### config.mk
export PLATFORM = sky130hd
export DESIGN_NAME = sfd_regs
export DESIGN_NICKNAME = d
export VERILOG_FILES = /design/src/design/sfd_pkg.sv /design/src/design/sfd_regs.sv
export SDC_FILE = /design/constraint.sdc
export NUM_CORES = 1
export LEC_CHECK = 0
export ABC_AREA = 1
export ABC_CLOCK_PERIOD_IN_PS = 1000
export BUFFER_PORTS_ARGS = -buffer_cell sky130_fd_sc_hd__buf_4
export CORE_UTILIZATION = 45
export CTS_CLUSTER_DIAMETER = 120
export DETAILED_ROUTE_END_ITERATION = 8
export PLACE_DENSITY = 0.78
export SETUP_SLACK_MARGIN = 0.05
export SLEW_MARGIN = 25
export SYNTH_ARGS = -nofsm -noshare
export SYNTH_HDL_FRONTEND = slang
export SYNTH_SLANG_ARGS = --single-unit
### constraint.sdc
create_clock -name clk_i -period 1 [get_ports clk_i]
set_clock_uncertainty 0.05 [all_clocks]
set_input_delay 0.2 -clock clk_i [delete_from_list [all_inputs] [get_ports clk_i]]
set_output_delay 0.2 -clock clk_i [all_outputs]
set_load 0.03 [all_outputs]
### src/design/sfd_pkg.sv
// Package for the stereo feedback delay unit: widths, register codes, payload and
// control structs, and the saturating 1/256 scaling function.
// No dependencies; the design files refer to it by scoped names, the test files import it.
package sfd_pkg;

  localparam int SAMPLE_W     = 24;
  localparam int DEPTH        = 32768;
  localparam int ADDR_W       = $clog2(DEPTH);
  localparam int DELAY_W      = 15;
  localparam int GAIN_W       = 9;
  localparam int GAIN_SHIFT   = 8;
  localparam int DELAY_MARGIN = 8;
  localparam int PROD_W       = SAMPLE_W + GAIN_W + 1;
  localparam int SUM_W        = PROD_W + 1;
  localparam int EFF_W        = ((DELAY_W > ADDR_W) ? DELAY_W : ADDR_W) + 1;
  localparam int APB_AW       = 4;
  localparam int APB_DW       = 32;

  localparam logic [DELAY_W-1:0] DELAY_RST    = DELAY_W'(11025);
  localparam logic [GAIN_W-1:0]  FEEDBACK_RST = GAIN_W'(128);
  localparam logic [GAIN_W-1:0]  DRY_RST      = GAIN_W'(256);
  localparam logic [GAIN_W-1:0]  WET_RST      = GAIN_W'(128);

  localparam logic signed [SUM_W-1:0] SUM_MAX = SUM_W'((64'sd1 <<< (SAMPLE_W - 1)) - 64'sd1);
  localparam logic signed [SUM_W-1:0] SUM_MIN = ~SUM_MAX;

  typedef enum logic [1:0] {
    REG_DELAY    = 2'd0,
    REG_FEEDBACK = 2'd1,
    REG_DRY      = 2'd2,
    REG_WET      = 2'd3
  } sfd_reg_e;

  typedef struct packed {
    logic signed [SAMPLE_W-1:0] left_in;
    logic signed [SAMPLE_W-1:0] right_in;
  } sfd_in_t;

  typedef struct packed {
    logic signed [SAMPLE_W-1:0] left_out;
    logic signed [SAMPLE_W-1:0] right_out;
  } sfd_out_t;

  typedef struct packed {
    logic [DELAY_W-1:0] delay;
    logic [GAIN_W-1:0]  feedback;
    logic [GAIN_W-1:0]  dry;
    logic [GAIN_W-1:0]  wet;
    logic               clear;
  } sfd_cfg_t;

  // Per-channel pipeline control from the top level
  typedef struct packed {
    logic              accept;
    logic              s1_move;
    logic              s2_move;
    logic [ADDR_W-1:0] rd_addr;
    logic [ADDR_W-1:0] wr_addr;
    logic              live;
    logic              bypass;
    logic              zero_delay;
  } sfd_chan_ctl_t;

  // Divide by 256 rounding toward minus infinity, then clamp to the sample range
  function automatic logic signed [SAMPLE_W-1:0] sat_shift(input logic signed [SUM_W-1:0] v);
    logic signed [SUM_W-1:0] q;
    q = v >>> GAIN_SHIFT;
    if (q > SUM_MAX) begin
      q = SUM_MAX;
    end else if (q < SUM_MIN) begin
      q = SUM_MIN;
    end
    return q[SAMPLE_W-1:0];
  endfunction

endpackage

### src/design/sfd_regs.sv
// APB configuration registers of the stereo feedback delay unit.
// Depends on sfd_pkg; a write of the delay register raises a one-cycle clear.
module sfd_regs (
  input  logic                      clk_i,
  input  logic                      rst_ni,
  input  logic                      psel,
  input  logic                      penable,
  input  logic                      pwrite,
  input  logic [sfd_pkg::APB_AW-1:0] paddr,
  input  logic [sfd_pkg::APB_DW-1:0] pwdata,
  output logic [sfd_pkg::APB_DW-1:0] prdata,
  output logic                      pready,
  output sfd_pkg::sfd_cfg_t         cfg_o
);

  logic [sfd_pkg::DELAY_W-1:0] delay_q;
  logic [sfd_pkg::GAIN_W-1:0]  feedback_q;
  logic [sfd_pkg::GAIN_W-1:0]  dry_q;
  logic [sfd_pkg::GAIN_W-1:0]  wet_q;
  logic                        wr_en;
  sfd_pkg::sfd_reg_e           reg_idx;

  assign pready  = 1'b1;
  assign wr_en   = psel && penable && pwrite;
  assign reg_idx = sfd_pkg::sfd_reg_e'(paddr[3:2]);

  always_ff @(posedge clk_i or negedge rst_ni) begin
    if (!rst_ni) begin
      delay_q    <= sfd_pkg::DELAY_RST;
      feedback_q <= sfd_pkg::FEEDBACK_RST;
      dry_q      <= sfd_pkg::DRY_RST;
      wet_q      <= sfd_pkg::WET_RST;
    end else if (wr_en) begin
      unique case (reg_idx)
        sfd_pkg::REG_DELAY:    delay_q    <= pwdata[sfd_pkg::DELAY_W-1:0];
        sfd_pkg::REG_FEEDBACK: feedback_q <= pwdata[sfd_pkg::GAIN_W-1:0];
        sfd_pkg::REG_DRY:      dry_q      <= pwdata[sfd_pkg::GAIN_W-1:0];
        sfd_pkg::REG_WET:      wet_q      <= pwdata[sfd_pkg::GAIN_W-1:0];
        default: ;
      endcase
    end
  end

  always_comb begin
    unique case (reg_idx)
      sfd_pkg::REG_DELAY:    prdata = sfd_pkg::APB_DW'(delay_q);
      sfd_pkg::REG_FEEDBACK: prdata = sfd_pkg::APB_DW'(feedback_q);
      sfd_pkg::REG_DRY:      prdata = sfd_pkg::APB_DW'(dry_q);
      sfd_pkg::REG_WET:      prdata = sfd_pkg::APB_DW'(wet_q);
      default:               prdata = '0;
    endcase
  end

  assign cfg_o.delay    = delay_q;
  assign cfg_o.feedback = feedback_q;
  assign cfg_o.dry      = dry_q;
  assign cfg_o.wet      = wet_q;
  assign cfg_o.clear    = wr_en && (reg_idx == sfd_pkg::REG_DELAY);

endmodule

# [After elaboration in Yosys (flattened, before gate mapping)]
# Index checks and enable logic that the tools add are counted.
[classes] order_cmp=0 eq_ne=3 n_reduce_logical=8 muxes=1 add_sub_neg=0 bitwise=0 div=0 shift=0 multipliers=0
[op_table] operator="$pmux 32 s4" count=1
[op_table] operator="$reduce_and 2->1" count=4
[op_table] operator="$eq 2x2->1 const B" count=2
[op_table] operator="$logic_and 1x1->1" count=3
[op_table] operator="$eq 2x1->1 const B" count=1
[op_table] operator="$logic_not 2->1" count=1
[totals] regBits=42 mem_bits_ro=0 out_inout_bits=76 ramBits=0 mem_count=0 latchBits=0 input_bits=41 wordCells=16

# [Depth between registers and ports, before layout]
# Gate-level depths: netlist of run 1.
[logic_depth] depth_word=3 depth_mapped=7 ltp_nobuf=6

# [Worst setup path before layout of run 1]
# No wires, ideal clock.
[synth_path] path_type="flip-flop to output port" startpoint="reg delay_q[11] (netlist name)" endpoint="out prdata[11] (netlist name)" path_buffers=0 path_stages_with_launch=3 slack_ns=-0.338 required_ns=0.750 t_arrival_ns=1.088 path_cell_list="dfstp_2 > inv_1 > nor2_1"
[synth_via] elab_chain_len=1
[synth_rtl] item="from (decl)" line="sfd_regs.sv:16" rtl="logic [sfd_pkg::DELAY_W-1:0] delay_q;"
[synth_rtl] item="from (signal assigned)" line="sfd_regs.sv:29" rtl="delay_q <= sfd_pkg::DELAY_RST;"
[synth_rtl] item="from (signal assigned)" line="sfd_regs.sv:35" rtl="sfd_pkg::REG_DELAY: delay_q <= pwdata[sfd_pkg::DELAY_W-1:0];"
[synth_rtl] item="$pmux 32 s4" line="sfd_regs.sv:45" rtl="unique case (reg_idx)"
[synth_rtl] item="to (decl)" line="sfd_regs.sv:11" rtl="output logic [sfd_pkg::APB_DW-1:0] prdata,"
# Every way passes these cells. The select of a mux whose other input is x is not followed.

# [Worst setup path in the final report of run 1]
[layout_path] startpoint="reg delay_q[4] (netlist name)" endpoint="out prdata[4] (netlist name)"
# The elaborated chain is that of the path after synthesis.

==> metrics.txt, run 1 <==
outcome=complete, but fails checks; failing checks=design-rule violations, negative setup slack; largest net degree at the start of global routing=31; detailed placement HPWL=4744 um; Pwr Density=1940 nW/um^2; die height=71.24 um; cts bufs inserted=5; Nets=462; Reg area=1091 um^2; CP max stage cell=dfstp_2; Port Buffers=79; die width=71.24 um; H-tree lvl count=2; I/O pin count=117; pre-CTS setup slack=-319.1 ps; total grt overflow=0; crit-path cells=nand2_1 > nand4_1 > buf_6; RePlAce Congestion=0.8243; switching share of power=0.4024; Mapped Cells=275; row cnt=24; Clk network pwr share=0.156; final hold violation count=0; CP Capture Type=primary output; root buffer cell=clkbuf_8; die area=5074 um^2; final wirelength=9348 um; layout cell share with drive strength beyond 1=0.5924; worst path required time=750 ps; Worst EP arrival=1220 ps; routed vias/inst=5.494; post-synthesis sequential area ratio=0.4925; vias in the first global route=2486; sequential share of power=0.322; worst setup margin=-471.2 ps; # DRC=6; Max stage delay on crit path=560 ps; Clock Path Buffers=2; TritonCTS clock tree=yes; CORE AREA=4474 um^2; drt pass-1 iters=7; Starting Density=0.4821; dpl cell area=3243 um^2; Mean Syn Cell Area=7.844 um^2; LEAKAGE=0.002014 uW; Sinks on Clock Net=42; Crit Path Max Fanout=2; minimum clock period=1471 ps; global-route wire length before repair=12190 um; crit path launch type=flip-flop; P_int=4615 uW; initial antenna violation count=0; logic gate share of total power=0.523; Total Power=7722 uW; Clock Pin Slew Worst Setup and Hold Paths=90 ps; Final Cell Area=3981 um^2; post-synthesis cell type count=17; drt wl/cell=19.72 um; Syn-to-layout area delta=84.57%; antenna cells=0; initial DRC count=344; critical path class=reg -> out; Multi-input gate area=1109 um^2; Vias=2604; final number of setup-violating endpoints=59; fmax=679.7 MHz; max-cap viol count=0; Post-DRT Antenna Nets=0; fillers=184; setup TNS=-15720 ps; Yosys reg bits=42; RSZ-0062 raised after global routing=yes; YS warnings=0; final worst-path cycle share=1.471; Slew Limit Fails=0; Worst-Skew Late Latency=300 ps; mapped cell area=2157 um^2; Hold Crit Class=in -> reg; peak supply drop=1.495 mV; GRT Util Overall=0.3191; Net Sw Power=3108 uW
per-layer routing:
| metal | GRT usage | part of all wire | wire length, um | vias up |
|---|---|---|---|---|
| met5 | 0 | 0 | 0 | - |
| met1 | 0.3818 | 0.36 | 3370 | 1261 |
| met4 | 0.1667 | 0.035 | 331 | 0 |
| li1 | - | - | - | 1114 |
| met2 | 0.5492 | 0.52 | 4880 | 187 |
| met3 | 0.05907 | 0.082 | 765 | 42 |
layout by cell type, fill, tap and decap left out:
cell type      synthesis  routed
inv_12                 0       2
buf_4                 20      40
dfstp_2                9       9
inv_4                  0       2
dfrtp_1               33      10
nand2_8                0       1
clkinv_2               0       1
buf_6                  4     102
inv_2                  2       7
nand2_4                1       2
conb_1                 2      18
nand3_1               27      10
dfrtp_2                0      23
clkbuf_8               0       6
nor2_2                 3       2
buf_12                 0       4
dlygate4sd3_1          0       1
nand2_1              138     121
nand3_4                0       1
clkinvlp_4             0       1
nand3_2                1      17
nand2_2                5      20
nor2_4                 3      10
nand4_1                9       9
inv_1                 10       3
cells in the mapped netlist:
master / count / share of area
buf_2: 2 / 0.0046
buf_4: 20 / 0.070
buf_6: 4 / 0.021
conb_1: 2 / 0.0035
dfrtp_1: 33 / 0.38
dfstp_2: 9 / 0.11
inv_1: 10 / 0.017
inv_2: 2 / 0.0035
nand2_1: 138 / 0.24
nand2_2: 5 / 0.015
nand2_4: 1 / 0.0052
nand3_1: 27 / 0.063
nand3_2: 1 / 0.0046
nand4_1: 9 / 0.026
nor2_1: 6 / 0.010
nor2_2: 3 / 0.0087
nor2_4: 3 / 0.016
stage by stage:
| step | util | hold WS, ps | std cells |
|---|---|---|---|
| 2_1_floorplan | - | -145.6 | 291 |
| 3_3_place_gp | 0.7248 | 6.557 | 447 |
| 3_5_place_dp | 0.7248 | 8.074 | 447 |
| 4_1_cts | 0.8613 | 45.69 | 468 |
| 5_1_grt | 0.8898 | 61.01 | 474 |
| 6_report | 0.8898 | 54.30 | 474 |
critical path, delay by kind of cell, from the launching register on:
family	cells	cell delay (ps)
buf+inv	1	150
flops	1	560
simple gates	2	190
area by class of cell:
| type | count | share of cell area |
|---|---|---|
| clock buffers | 6 | 0.02074 |
| clock inverters | 2 | 0.003143 |
| inverters | 12 | 0.01760 |
| multi-input cells | 211 | 0.2784 |
| flip-flops and latches | 42 | 0.2740 |
| well taps | 52 | 0.01634 |
| repair buffers | 147 | 0.3866 |
| repair inverters | 2 | 0.003143 |
kinds of logic after synthesis:
kind of cell / synth area share
buf+inv: 0.1160
simple gates: 0.3880
flops: 0.4925
other cells: 0.003482
worst paths after layout:
| path | slack (ps) | depth (start not counted) | end | startpoint |
|---|---|---|---|---|
| min | 50 | 3 | delay_q[11] | pwdata[11] |
| max in group asynchronous | 170 | 3 | dry_q[8] | rst_ni |
| min in group asynchronous | 230 | 2 | wet_q[5] | rst_ni |
| max reg2reg | 10 | 4 | dry_q[8] | dry_q[8] |
| min reg2reg | 450 | 2 | delay_q[9] | delay_q[9] |
| max | -470 | 3 | prdata[4] | delay_q[4] |
power by group through the flow:
stage	clock, uW	combinational [uW]	sequential [uW]
2_1_floorplan	0	875	3150
3_3_place_gp	0	2980	2370
3_5_place_dp	0	3030	2390
4_1_cts	1160	3710	2440
5_1_grt	1260	4200	2500
6_report	1200	4040	2480
registers in the layout, summed over array words and instances (netlist names):
name / cells
delay_q: 15
dry_q: 9
feedback_q: 9
wet_q: 9
timing repair:
action,4_1_cts,5_1_grt
buffers inserted,10,15
endpoints found under the hold margin,33,0
gates cloned,2,0
pin swaps,14,19
gates resized for setup,111,32
hold buffers,1,0
setup endpoints to repair,66,76
(Power assumes the default switching activity.)
==> run 2, diff against run 1 <==
Settings changed: CELL_PAD_IN_SITES_DETAIL_PLACEMENT from default to 1, CELL_PAD_IN_SITES_GLOBAL_PLACEMENT from default to 2, CORE_UTILIZATION 45 to 23, GPL_ROUTABILITY_DRIVEN from default to 0, PLACE_DENSITY 0.78 to default, PLACE_DENSITY_LB_ADDON from default to 0.05.
==> run 2 against run 1 <==
  * The flow finishes with violations (negative setup slack)
  * Fmax is 5.3% higher
  * Combinational power decreased by 3%
  * Worst hold slack lost 0.54 ps
  * Largest cell class unchanged
==> metrics.txt, run 2 (synthesis gave the netlist of run 1 again) <==
cts bufs inserted=5; # DRC=0; pre-CTS setup slack=-295.1 ps; final worst-path cycle share=1.397; most common cell after layout, fill and taps aside=nand2_1; Slew Limit Fails=0; Clock Pin Slew Worst Setup and Hold Paths=80 ps; Hold Crit Class=in -> reg; max reg flops=15; Port Buffers=79; detailed placement HPWL=5905 um; critical path class=reg -> out; peak supply drop=0.7765 mV; global-route wire length before repair=12920 um; die width=98.84 um; Starting Density=0.2426; total grt overflow=0; final number of setup-violating endpoints=58; final hold violation count=0; fmax=715.6 MHz; final wirelength=8158 um; GRT Util Overall=0.1744; crit-path cells=nand2_1 > nand4_1 > buf_6; layout cell share with drive strength beyond 1=0.5783; Worst EP arrival=1150 ps; I/O pin count=117; Pwr Density=1806 nW/um^2; Most flops, register=delay_q; initial DRC count=45; root buffer cell=clkbuf_8; worst path required time=750 ps; fillers=1031; minimum clock period=1397 ps; drt wl/cell=15.05 um; WP buf/inv=1; CP max stage cell=dfstp_2; row cnt=34; outcome=complete, but fails checks; RSZ-0062 raised after global routing=yes; crit path launch type=flip-flop; H-tree lvl count=2; max-cap viol count=0; drt pass-1 iters=4; routed vias/inst=4.365; CORE AREA=8891 um^2; vias in the first global route=2416; most frequent cells in the layout=130 x nand2_1, 105 x buf_6, 49 x buf_4; failing checks=negative setup slack; LEAKAGE=0.002082 uW; Sinks on Clock Net=42; largest net degree at the start of global routing=18; Vias=2366; die area=9769 um^2; Crit path max-delay family=flip-flops; antenna cells=0; Max stage delay on crit path=550 ps; Total Power=7494 uW; Syn-to-layout area delta=92.34%; initial antenna violation count=0; die height=98.84 um; Nets=474; worst setup margin=-397.3 ps; Post-DRT Antenna Nets=0; TritonCTS clock tree=yes; Crit Path Max Fanout=2; Clock Path Buffers=2; Worst-Skew Late Latency=290 ps; CP Capture Type=primary output
-- run 2: cell count changes in the layout (fill, tap and decap cells not counted), sizes merged --
| cell | before | now |
|---|---|---|
| buf | 146 | 160 |
| inv | 14 | 12 |
| clkbuf | 6 | 7 |
| clkinvlp | 1 | 0 |
-- run 2: worst paths after layout --
kind | startpoint | to | slack (ps) | cells after the start
max in group asynchronous | rst_ni | dry_q[8] | 220 | 3
min | pwdata[9] | delay_q[9] | 50 | 3
min reg2reg | delay_q[13] | delay_q[13] | 440 | 2
max reg2reg | delay_q[0] | delay_q[0] | 40 | 4
max | delay_q[8] | prdata[8] | -400 | 3
min in group asynchronous | rst_ni | delay_q[2] | 250 | 2
-- run 2: final cells by class --
| type | instances | area (um^2) | share of cell area |
|---|---|---|---|
| clock buffer | 7 | 86.33 | 0.02081 |
| clock inverter | 1 | 5.005 | 0.001206 |
| inverter | 12 | 60.06 | 0.01448 |
| multi-input combinational | 211 | 1091 | 0.2630 |
| sequential | 42 | 1091 | 0.2630 |
| tap | 108 | 135.1 | 0.03257 |
| timing repair buffer | 161 | 1680 | 0.4050 |
-- run 2: stage by stage --
| step | TNS, ps | instances | util | hold slack (ps) | instance area [um^2] |
|---|---|---|---|---|---|
| finish | -13920 | 542 | 0.4666 | 53.76 | 4149 |
| global route | -16060 | 542 | 0.4666 | 41.98 | 4149 |
| CTS | -14670 | 535 | 0.4544 | 45.83 | 4040 |
| detailed placement | -12960 | 515 | 0.3884 | 19.49 | 3453 |
| global placement | -11850 | 515 | 0.3884 | 17.92 | 3453 |
| floorplan | -1706 | 291 | - | -145.6 | 2399 |
-- run 2: tightest hold or removal path: stages --
cell and delay, ps:
buf_4 70, nand2_1 40, nand2_1 50
-- run 2: metal layers --
layer | part of all wire | global-route usage | up-vias
li1 | - | - | 1142
met1 | 0.46 | 0.2448 | 1143
met2 | 0.47 | 0.2770 | 70
met3 | 0.045 | 0.02695 | 11
met4 | 0.017 | 0.05052 | 0
met5 | 0 | 0 | -
-- run 2: power breakdown --
part / switching, uW / internal, uW / total [uW]
logic: 1980 / 1930 / 3910
registers: 296 / 2140 / 2430
clock network: 595 / 558 / 1150
total: 2870 / 4630 / 7490
-- run 2: what timing repair did --
| action | 4_1_cts | 5_1_grt |
|---|---|---|
| pin swaps | 10 | 13 |
| endpoints found under the hold margin | 35 | 0 |
| setup buffers | 11 | 23 |
| hold buffers | 1 | 0 |
| resized for setup | 108 | 29 |
| endpoints found under the setup margin | 73 | 82 |
